File: src/rtl/core/lwqd_pkg.sv
// Shared types and constants of the least-work queue dispatcher.
// Used by the core and its checker; depends on nothing.
`timescale 1ns / 1ps
`default_nettype none
package lwqd_pkg;

	localparam int LINE_COUNT = 3;
	localparam int LINE_IDX_W = 2;
	localparam int TAG_W      = 8;
	localparam int SVC_W      = 8;

	// stream widths
	localparam int S_TDATA_W = 16;
	localparam int M_TDATA_W = 32;

	// result layout, lowest bit up
	localparam int ASSIGN_POS   = 0;
	localparam int DROP_POS     = 2;
	localparam int LINE_REC_POS = 3;
	localparam int LINE_REC_W   = 9;
	localparam int RES_W        = LINE_REC_POS + LINE_COUNT * LINE_REC_W;

	// one queued job: tag and remaining service
	typedef struct packed {
		logic [TAG_W-1:0] tag;
		logic [SVC_W-1:0] rem;
	} job_t;

	localparam int JOB_W = TAG_W + SVC_W;

endpackage
`default_nettype wire

File: src/rtl/core/lwqd_ram.sv
// Generic single write, single read RAM with registered, read-first output.
// Stand-alone; no package needed.
`timescale 1ns / 1ps
`default_nettype none
module lwqd_ram #(
	parameter int DATA_W = 16,
	parameter int DEPTH  = 16
) (
	input  wire logic                     clk,
	input  wire logic                     we,
	input  wire logic [$clog2(DEPTH)-1:0] waddr,
	input  wire logic [DATA_W-1:0]        wdata,
	input  wire logic [$clog2(DEPTH)-1:0] raddr,
	output      logic [DATA_W-1:0]        rdata
);

	logic [DATA_W-1:0] mem_q [DEPTH];

	always_ff @(posedge clk) begin
		if (we) begin
			mem_q[waddr] <= wdata;
		end
		rdata <= mem_q[raddr];
	end

endmodule
`default_nettype wire

File: src/rtl/core/least_work_queue_dispatcher_core.sv
// Least-work dispatcher over three service lines: state, per-line queues and result buffer.
// Depends on lwqd_pkg and lwqd_ram (one ring RAM per line).
// An accepted tick's result is registered in out_q, or in skid_q while the output stalls.
// Throughput: one tick per cycle unless stalled; every line update is one pass of short logic.
// Output stall: a skid entry holds one more result; input stalls only when both are full.
// Reset: asynchronous, active low; all lines empty, work sums zero, no results pending.
`timescale 1ns / 1ps
`default_nettype none
module least_work_queue_dispatcher_core #(
	parameter int LINE_DEPTH = 16
) (
	input  wire logic                           clk,
	input  wire logic                           arst_n,
	// input ticks
	input  wire logic                           s_axis_tvalid,
	output      logic                           s_axis_tready,
	input  wire logic [lwqd_pkg::S_TDATA_W-1:0] s_axis_tdata,  // job_tag[7:0], service_time[15:8]
	input  wire logic                           s_axis_tuser,  // arrival
	// results
	output      logic                           m_axis_tvalid,
	input  wire logic                           m_axis_tready,
	output      logic [lwqd_pkg::M_TDATA_W-1:0] m_axis_tdata   // assigned_line[1:0],
	                                                           // arrival_dropped[2],
	                                                           // line1_done[3], line1_tag[11:4],
	                                                           // line2_done[12], line2_tag[20:13],
	                                                           // line3_done[21], line3_tag[29:22],
	                                                           // zero[31:30]
);

	localparam int PTR_W  = $clog2(LINE_DEPTH);
	localparam int FILL_W = $clog2(LINE_DEPTH + 1);
	localparam int WORK_W = $clog2(LINE_DEPTH * 255 + 1);
	localparam int LC     = lwqd_pkg::LINE_COUNT;

	// Each line keeps its head job in registers (serviced every tick) and the
	// jobs behind it in a ring RAM. The RAM read port always points at the job
	// right behind the head; a registered bypass covers a write to that slot.

	logic                               acc;
	logic                               arrival;
	logic [lwqd_pkg::TAG_W-1:0]         in_tag;
	logic [lwqd_pkg::SVC_W-1:0]         in_svc;
	logic [lwqd_pkg::SVC_W-1:0]         svc_eff;

	logic [FILL_W-1:0]                  fill_q     [LC];
	logic [WORK_W-1:0]                  work_q     [LC];
	logic [PTR_W-1:0]                   rd_ptr_q   [LC];
	logic [PTR_W-1:0]                   wr_ptr_q   [LC];
	lwqd_pkg::job_t                     head_q     [LC];
	logic                               byp_q      [LC];
	lwqd_pkg::job_t                     byp_data_q [LC];

	logic [LC-1:0]                      line_full;
	logic [LC-1:0]                      line_done;
	logic [lwqd_pkg::TAG_W-1:0]         done_tag   [LC];
	logic [lwqd_pkg::LINE_IDX_W-1:0]    pick;
	logic                               dropped;
	logic [lwqd_pkg::M_TDATA_W-1:0]     res;

	logic                               out_v_q;
	logic [lwqd_pkg::M_TDATA_W-1:0]     out_q;
	logic                               skid_v_q;
	logic [lwqd_pkg::M_TDATA_W-1:0]     skid_q;

	assign s_axis_tready = !skid_v_q;
	assign acc           = s_axis_tvalid && s_axis_tready;
	assign arrival       = s_axis_tuser;
	assign in_tag        = s_axis_tdata[lwqd_pkg::TAG_W-1:0];
	assign in_svc        = s_axis_tdata[lwqd_pkg::TAG_W +: lwqd_pkg::SVC_W];
	// a zero service time would never finish; serve it as one tick
	assign svc_eff       = (in_svc == '0) ? lwqd_pkg::SVC_W'(1) : in_svc;

	// least remaining work, ties to the lower line
	always_comb begin
		logic [WORK_W-1:0] best_w;
		pick   = '0;
		best_w = work_q[0];
		if (work_q[1] < best_w) begin
			pick   = lwqd_pkg::LINE_IDX_W'(1);
			best_w = work_q[1];
		end
		if (work_q[2] < best_w) begin
			pick = lwqd_pkg::LINE_IDX_W'(2);
		end
	end

	// full chosen line: arrival lost, no other line tried
	assign dropped = arrival && line_full[pick];

	for (genvar k = 0; k < LC; k++) begin : g_line
		logic                    here;
		logic                    serviced;
		lwqd_pkg::job_t          cur;
		lwqd_pkg::job_t          next_job;
		lwqd_pkg::job_t          rdata;
		logic [2*lwqd_pkg::SVC_W-1:0] rdata_raw;
		logic                    ram_we;
		logic [PTR_W-1:0]        rd_ptr_d;

		assign line_full[k] = (fill_q[k] >= FILL_W'(LINE_DEPTH));
		assign here         = arrival && (pick == lwqd_pkg::LINE_IDX_W'(k)) && !line_full[k];
		// arrival is queued before service, so it is the head of an empty line
		assign serviced     = (fill_q[k] != '0) || here;
		assign cur          = (fill_q[k] == '0) ? lwqd_pkg::job_t'{tag: in_tag, rem: svc_eff}
		                                        : head_q[k];
		assign line_done[k] = serviced && (cur.rem == lwqd_pkg::SVC_W'(1));
		assign done_tag[k]  = line_done[k] ? cur.tag : '0;

		assign rdata    = lwqd_pkg::job_t'(rdata_raw);
		assign next_job = byp_q[k] ? byp_data_q[k] : rdata;

		// a job that follows a lone head which leaves now goes straight to the head
		assign ram_we   = acc && here && (fill_q[k] != '0)
		                  && !((fill_q[k] == FILL_W'(1)) && line_done[k]);
		assign rd_ptr_d = (acc && line_done[k] && (fill_q[k] > FILL_W'(1)))
		                  ? ((rd_ptr_q[k] == PTR_W'(LINE_DEPTH - 1)) ? '0 : rd_ptr_q[k] + 1'b1)
		                  : rd_ptr_q[k];

		lwqd_ram #(
			.DATA_W (lwqd_pkg::JOB_W),
			.DEPTH  (LINE_DEPTH)
		) u_ram (
			.clk   (clk),
			.we    (ram_we),
			.waddr (wr_ptr_q[k]),
			.wdata (lwqd_pkg::job_t'{tag: in_tag, rem: svc_eff}),
			.raddr (rd_ptr_d),
			.rdata (rdata_raw)
		);

		always_ff @(posedge clk or negedge arst_n) begin
			if (!arst_n) begin
				fill_q[k]   <= '0;
				work_q[k]   <= '0;
				rd_ptr_q[k] <= '0;
				wr_ptr_q[k] <= '0;
				byp_q[k]    <= 1'b0;
			end else begin
				byp_q[k]    <= ram_we && (wr_ptr_q[k] == rd_ptr_d);
				rd_ptr_q[k] <= rd_ptr_d;
				if (ram_we) begin
					wr_ptr_q[k] <= (wr_ptr_q[k] == PTR_W'(LINE_DEPTH - 1)) ? '0
					               : wr_ptr_q[k] + 1'b1;
				end
				if (acc) begin
					fill_q[k] <= fill_q[k] + FILL_W'(here) - FILL_W'(line_done[k]);
					work_q[k] <= work_q[k] + (here ? WORK_W'(svc_eff) : '0)
					             - WORK_W'(serviced);
				end
			end
		end

		always_ff @(posedge clk) begin
			if (ram_we) begin
				byp_data_q[k] <= lwqd_pkg::job_t'{tag: in_tag, rem: svc_eff};
			end
			if (acc) begin
				if (line_done[k]) begin
					if (fill_q[k] > FILL_W'(1)) begin
						head_q[k] <= next_job;
					end else begin
						head_q[k] <= lwqd_pkg::job_t'{tag: in_tag, rem: svc_eff};
					end
				end else if (serviced) begin
					head_q[k] <= lwqd_pkg::job_t'{tag: cur.tag,
					                              rem: cur.rem - lwqd_pkg::SVC_W'(1)};
				end
			end
		end
	end

	// pack the result
	always_comb begin
		res = '0;
		res[lwqd_pkg::ASSIGN_POS +: lwqd_pkg::LINE_IDX_W] =
			arrival ? pick + lwqd_pkg::LINE_IDX_W'(1) : '0;
		res[lwqd_pkg::DROP_POS] = dropped;
		for (int k = 0; k < LC; k++) begin
			res[lwqd_pkg::LINE_REC_POS + k * lwqd_pkg::LINE_REC_W] = line_done[k];
			res[lwqd_pkg::LINE_REC_POS + k * lwqd_pkg::LINE_REC_W + 1 +: lwqd_pkg::TAG_W] =
				done_tag[k];
		end
	end

	// output register plus skid entry
	always_ff @(posedge clk or negedge arst_n) begin
		if (!arst_n) begin
			out_v_q  <= 1'b0;
			skid_v_q <= 1'b0;
		end else begin
			if (m_axis_tready || !out_v_q) begin
				out_v_q  <= skid_v_q || acc;
				skid_v_q <= 1'b0;
			end else if (acc) begin
				skid_v_q <= 1'b1;
			end
		end
	end

	always_ff @(posedge clk) begin
		if (m_axis_tready || !out_v_q) begin
			out_q <= skid_v_q ? skid_q : res;
		end else if (acc) begin
			skid_q <= res;
		end
	end

	assign m_axis_tvalid = out_v_q;
	assign m_axis_tdata  = out_q;

endmodule
`default_nettype wire

File: config.mk
export PLATFORM = sky130hd
export DESIGN_NAME = least_work_queue_dispatcher_core
export DESIGN_NICKNAME = d
export VERILOG_FILES = /design/src/rtl/core/lwqd_pkg.sv /design/src/rtl/core/lwqd_ram.sv /design/src/rtl/core/least_work_queue_dispatcher_core.sv
export SDC_FILE = /design/constraint.sdc
export NUM_CORES = 2
export LEC_CHECK = 0
export BUFFER_PORTS_ARGS = -buffer_cell sky130_fd_sc_hd__buf_4
export CORE_UTILIZATION = 60
export DETAILED_ROUTE_END_ITERATION = 7
export PLACE_DENSITY_LB_ADDON = 0.05
export SLEW_MARGIN = 20
export SYNTH_ARGS = -nofsm -noshare
export SYNTH_HDL_FRONTEND = slang
export SYNTH_HIERARCHICAL = 1
export SYNTH_SLANG_ARGS = --single-unit
File: constraint.sdc
create_clock -name clk -period 9.4 [get_ports clk]
set_input_delay 0.47 -clock clk [delete_from_list [all_inputs] [get_ports clk]]
set_output_delay 0.47 -clock clk [all_outputs]
set_load 0.02 [all_outputs]
# Yosys cells after proc, flatten, opt, wreduce, memory -nomap -nowiden
# Memory sizes are Yosys's and may differ from the RTL's. A register that Yosys moved wholly into a read port is not among the register bits.
# Index checks and enable logic that the tools add are counted.
# op_classes
eq_ne	17
mux	85
bitwise_logic	7
magnitude_cmp	9
add_sub_neg	22
reduce_logical	57
# op_table
cell	count
16-bit two-way mux	14
8-bit two-way mux	7
1-bit two-way mux	48
12-bit by 8-bit adder with 12-bit output	3
4-bit two-way mux	9
12-bit by 1-bit subtractor with 12-bit output	3
1-bit logical AND	32
16-bit OR reduction	2
30-bit two-way mux	1
4-bit by 1-bit adder with 4-bit output (second input constant)	6
4-bit == test (second input constant)	6
8-bit by 1-bit == test with 1-bit output (second input constant)	3
12-bit < comparator	2
8-bit by 1-bit subtractor with 8-bit output (second input constant)	3
5-bit by 1-bit adder with 5-bit output	3
5-bit by 1-bit == test with 1-bit output (second input constant)	3
5-bit greater-or-equal comparator (second input constant)	3
5-bit by 1-bit greater-than comparator with 1-bit output (second input constant)	3
5-bit zero test	3
5-bit nonzero test	3
5-bit by 1-bit subtractor with 5-bit output	3
4-bit == test	3
12-bit two-way mux	1
1-bit zero test	8
other kinds (13)	25
# word_totals
register_bits	140
output_inout_bits	34
inputBits	21
n_memories	5
elab_cells	221
mem_bits_rw	864
# mem_list
name	words	width	rd	rd_clocked_by_memory_dff	wr	line	rtl
g_line[0].u_ram.mem_q	16	16	1	1	1	lwqd_ram.sv:17	logic [DATA_W-1:0] mem_q [DEPTH];
g_line[1].u_ram.mem_q	16	16	1	1	1	lwqd_ram.sv:17	
g_line[2].u_ram.mem_q	16	16	1	1	1	lwqd_ram.sv:17	
byp_data_q	3	16	3	0	1	least_work_queue_dispatcher_core.sv:51	lwqd_pkg::job_t byp_data_q [LC];
head_q	3	16	3	0	3	least_work_queue_dispatcher_core.sv:49	lwqd_pkg::job_t head_q [LC];

# Longest topological paths before layout
# logic_depth
depth_word	17
mapped_depth	29
depth_no_buf	27

# Cells and area by module
# The synthesis kept the hierarchy.
# modules_own_cells
mod	cells_per_inst	n_inst	seq_area_each_um2	area_each_um2
lwqd_ram	432	3	8007.7	10043.4
least_work_queue_dispatcher_core	1513	1	6686.4	14924.3

# Least setup slack after synthesis
# Ideal clock, no wire load.
# synth_path
path_type	register to register
startpoint	reg work_q[19] (netlist bit)
endpoint	mem g_line[1].u_ram.mem_q[0][0], enable pin
required_time_ns	8.991
t_arrival_ns	6.327
setup_ns	0.409
path_slack_ns	2.664
path_buffers	2
stages_incl_launch_ff	19
synth_period_minus_slack_ns	6.736
path_cell_list	dfrtp_1 ha_1 a21oi_1 o21ai_0 and2_1 nor3_1 clkbuf_1 mux2i_1 ha_1 o21ai_0 a2111oi_2 nand2_1 nand2_1 and2_1 buf_2 inv_1 a211oi_2 or3b_2 nor3_1
# synth_between
elab_chain_cells	14
word_cells_on_any_way	17
classes_between	2 x order compare; 1 x eq/ne; 5 x mux; 9 x reduce/logical
# synth_rtl
element	line	rtl
start, declared	least_work_queue_dispatcher_core.sv:46	logic [WORK_W-1:0] work_q [LC];
start signal, assigned by index	least_work_queue_dispatcher_core.sv:147	work_q[k] <= work_q[k] + (here ? WORK_W'(svc_eff) : '0)
12-bit < comparator	least_work_queue_dispatcher_core.sv:78	if (work_q[1] < best_w) begin
12-bit two-way mux	least_work_queue_dispatcher_core.sv:78	
12-bit < comparator	least_work_queue_dispatcher_core.sv:82	if (work_q[2] < best_w) begin
2-bit two-way mux (*)	least_work_queue_dispatcher_core.sv:82	
2-bit by 1-bit == test with 1-bit output (*)	least_work_queue_dispatcher_core.sv:101	assign here = arrival && (pick == lwqd_pkg::LINE_IDX_W'(k)) && !line_full[k];
1-bit logical AND (*) (2 in a row)	least_work_queue_dispatcher_core.sv:101	
1-bit logical OR	least_work_queue_dispatcher_core.sv:103	assign serviced = (fill_q[k] != '0) || here;
1-bit logical AND	least_work_queue_dispatcher_core.sv:106	assign line_done[k] = serviced && (cur.rem == lwqd_pkg::SVC_W'(1));
1-bit logical AND	least_work_queue_dispatcher_core.sv:114	&& !((fill_q[k] == FILL_W'(1)) && line_done[k]);
1-bit zero test	least_work_queue_dispatcher_core.sv:114	
1-bit logical AND (*)	least_work_queue_dispatcher_core.sv:114	
net g_line[1].ram_we	least_work_queue_dispatcher_core.sv:97	logic ram_we;
1-bit two-way mux (*)	lwqd_ram.sv:20	if (we) begin
1-bit two-way mux (not written as such) (*)	lwqd_ram.sv:21	mem_q[waddr] <= wdata;
end, declared	lwqd_ram.sv:17	
# Mark *: on every way through the listed nets, which the timed path passes. The rest lies on a longest branch.

# Worst setup path after layout
# layout_path
startpoint	reg work_q[21] (netlist bit)
endpoint	reg work_q[34] (netlist bit)
# layout_between
elab_chain_cells	10
word_cells_on_any_way	12
classes_between	2 x add/sub; 2 x order compare; 4 x mux; 4 x reduce/logical
# layout_rtl
element	line	rtl
12-bit < comparator	least_work_queue_dispatcher_core.sv:78	
12-bit two-way mux	least_work_queue_dispatcher_core.sv:78	
12-bit < comparator	least_work_queue_dispatcher_core.sv:82	
2-bit two-way mux (*)	least_work_queue_dispatcher_core.sv:82	
2-bit zero test (*)	least_work_queue_dispatcher_core.sv:101	
1-bit logical AND (*) (2 in a row)	least_work_queue_dispatcher_core.sv:101	
8-bit two-way mux	least_work_queue_dispatcher_core.sv:147	
12-bit by 8-bit adder with 12-bit output	least_work_queue_dispatcher_core.sv:147	
12-bit by 1-bit subtractor with 12-bit output (*)	least_work_queue_dispatcher_core.sv:148	- WORK_W'(serviced);
# Mark *: on every way between the ends. The rest lies on a longest branch, timed or not.
# A chain may end at the register's enable or synchronous reset.

==> summary.txt <==
Status
  • Status: completed

Setup path
  • Worst EP required: 9.95 ns
  • CP Launch Type: register
  • CP max FO: 13
  • Worst R2R Path Depth: 26
  • CP Capture Type: register
  • Reg2reg start: work_q[21]$_DFFE_PN0P_
  • Worst R2R End: work_q[34]$_DFFE_PN0P_
  • Reg2reg setup slack: 2.40 ns
  • Crit path to: work_q[34]$_DFFE_PN0P_
  • Beginning of the critical path: work_q[21]$_DFFE_PN0P_
  • Crit path kind: reg -> reg
  • Crit path DAT: 7.54 ns

CTS
  • Post-CTS sizing: 0
  • Worst-path clk slew: 0.06 ns
  • Sink Count: 1052
  • CTS Hold Bufs: 2
  • Clk buf depth: 3
  • TritonCTS clock tree: yes
  • Htree depth: 3
  • Clk Latency, worst-skew pair: 0.67 ns
  • Cts bufs inserted: 106
  • Postcts setup bufs: 0
  • Root Driver: clkbuf_16

STA
  • RSZ-0062 raised after global routing: false
  • Final setup violation count: 0
  • Period utilization: 74.4%
  • Setup TNS Final: 0 ns
  • Crit path time final: 7.00 ns
  • Slew Limit Headroom: 28.4%
  • Peak Freq: 143 MHz
  • Clock skew: 0.0222 ns
  • Slew Viols, Final: 0
  • Final setup margin: 2.40 ns
  • Final hold violation count: 0
  • Worst Max-Slew Pin Slew: 1.07 ns

Cells and area
  • Most frequent cells in the layout: 924 x edfxtp_1, 270 x nand2_1, 162 x mux4_2
  • Nets: 3056
  • Ant diodes: 0
  • Commonest non-fill, non-tap cell in the layout: edfxtp_1
  • Area Growth Syn to Fin: 11.8%
  • Multi-input gate area: 0.0133 mm^2
  • Fillers: 4993
  • Final cell count without fillers: 3972
  • Post-Layout Inst Area: 0.0504 mm^2
  • FF/Latch Area: 0.0307 mm^2
  • Share of post-route cells with drive strength above 1: 18.7%

Routing
  • Routed WL: 100000 um
  • DRC Markers: 0
  • ANT nets after route: 0
  • WL/cell: 25.3 um
  • Mean number of vias per cell: 6.25
  • Initial drt markers: 2305
  • Drt pass-1 iters: 5
  • Vias: 24800

Placed design
  • DP Cell Count: 3774
  • Number of port buffers: 52
  • Gpl congestion: 0.879
  • DP HPWL: 59000 um
  • Setup Slack @ Placement: 2.46 ns
  • Placed cell area: 0.0467 mm^2

Logic synthesis
  • Post-synthesis sequential area ratio: 68.2%
  • Yosys top cell by area: edfxtp_1
  • Post-synth top area share: 61.6%
  • Mapped Cells: 2809
  • FF+latch count, synth: 1052
  • Number of synthesized flops with an enable pin: 924
  • Post-synth top flop: edfxtp_1
  • Cell Area, Synth: 0.0451 mm^2
  • Yosys warns: 6
  • Synth top area cells: edfxtp_1 62%, mux4_2 8.1%, dfrtp_1 4.4%
  • Ys async rst share: 7.60%
  • Synth Area per Inst: 16.0 um^2
  • Netlist cell types: 94

GRT
  • First-pass GRT wire length: 153000 um
  • Antenna violations before repair: 1
  • Vias in the first global route: 25200
  • Total GRT Usage: 26.8%
  • Largest net degree at the start of global routing: 68
  • Grt ovf: 0

Floorplanning
  • Die width: 276 um
  • Row count: 100
  • Core Region: 0.0743 mm^2
  • Die height: 276 um
  • Starting density of the core: 60.6%
  • # IOs: 55
  • Die ar.: 0.0762 mm^2

Power
  • Tot Pwr: 14.3 mW
  • Peak VDD IR: 0.181 mV
  • Total power per unit cell area: 283 mW/mm^2
  • Lkg Pwr: 17.5 nW

Min path
  • Hold Crit Class: in -> async

Run
  • Max Cap Viol: 0
-- stage by stage --
step	hold slack [ns]	util (%)
floorplan	0.174	-
CTS	0.206	67.8
global route	0.243	67.8
finish	0.241	67.8
detailed placement	0.384	62.9
global placement	0.379	62.8
-- worst max-delay path: stages, from the launching register on --
cell,delay (ns)
dfrtp_1,0.45
ha_1,0.36
a21oi_1,0.14
o21ai_1,0.21
nor3_2,0.59
buf_4,0.32
mux2i_1,0.11
ha_1,0.31
nand4_1,0.15
a2111oi_2,0.50
nand4_1,0.17
a31oi_1,0.21
or2_1,0.51
nor2_1,0.17
a21oi_1,0.21
ha_1,0.21
inv_1,0.06
fa_1,0.38
nor2b_1,0.17
o21ai_0,0.16
a21boi_0,0.28
o21ai_0,0.16
a21boi_0,0.30
o21ai_0,0.16
a21boi_0,0.35
or3_1,0.17
nand3_1,0.07
-- layer usage --
layer	GRT usage [%]	part of all wire [%]
met3	4.17	6.4
met4	7.58	2.4
met5	0	0
met2	43.6	49
met1	37.9	42
-- layout make-up --
class                           instances  share of cell area [%]
Sequential cell                      1052                    60.9
Tap cell                              969                    2.41
Clock buffer                          137                    5.68
Timing Repair Buffer                  133                    2.00
Clock inverter                         59                    1.57
Multi-Input combinational cell       1478                    26.3
Inverter                              144                    1.07
-- cells in the mapped netlist, drive strengths merged (7+ instances only) --
master,count
nand2b,16
o221a,8
o22ai,10
nor4,8
a211oi,18
mux2i,52
mux4,192
a21oi,79
dfrtp,80
ha,114
nand3b,8
or2,7
inv,144
edfxtp,924
xnor2,27
dfxtp,48
o21ai,90
clkbuf,80
mux2,43
nand4,12
and2,8
nor2b,26
nor2,135
nor3,44
and3,8
a31oi,19
buf,56
or3,7
o211ai,22
a21boi,11
xor2,29
o31ai,14
a22oi,99
nand2,273
nand3,20
-- how the worst min path moves through the flow --
stage / cells past startpoint / end
floorplan: 0 / byp_q[0]$_DFF_PN0_
detailed placement: 1 / rd_ptr_q[5]$_DFF_PN0_
global route: 2 / rd_ptr_q[6]$_DFF_PN0_
finish: 2 / byp_q[1]$_DFF_PN0_
CTS: 2 / rd_ptr_q[6]$_DFF_PN0_
global placement: 1 / byp_q[1]$_DFF_PN0_
-- logic make-up after synthesis --
family          synth area share (%)
flops                           68.2
simple gates                    6.01
compound gates                  6.37
mux                             12.1
buf+inv                         2.70
fa+ha+maj                       3.43
xor+xnor                        1.24
other cells                  0.00832
-- where the power goes --
group / internal, mW / switching (mW)
registers: 5.53 / 0.334
logic: 1.73 / 2.32
clock network: 2.60 / 1.76
total: 9.86 / 4.42
-- sequential cells by signal (all words and copies together), names as in the netlist, 12 cells and up --
signal,count
skid_q,30
m_axis_tdata,30
g_line.u_ram/mem_q,768
head_q,48
rd_ptr_q,12
g_line.u_ram/rdata,48
work_q,36
byp_data_q,48
wr_ptr_q,12
fill_q,15
(Power assumes the default switching activity.)
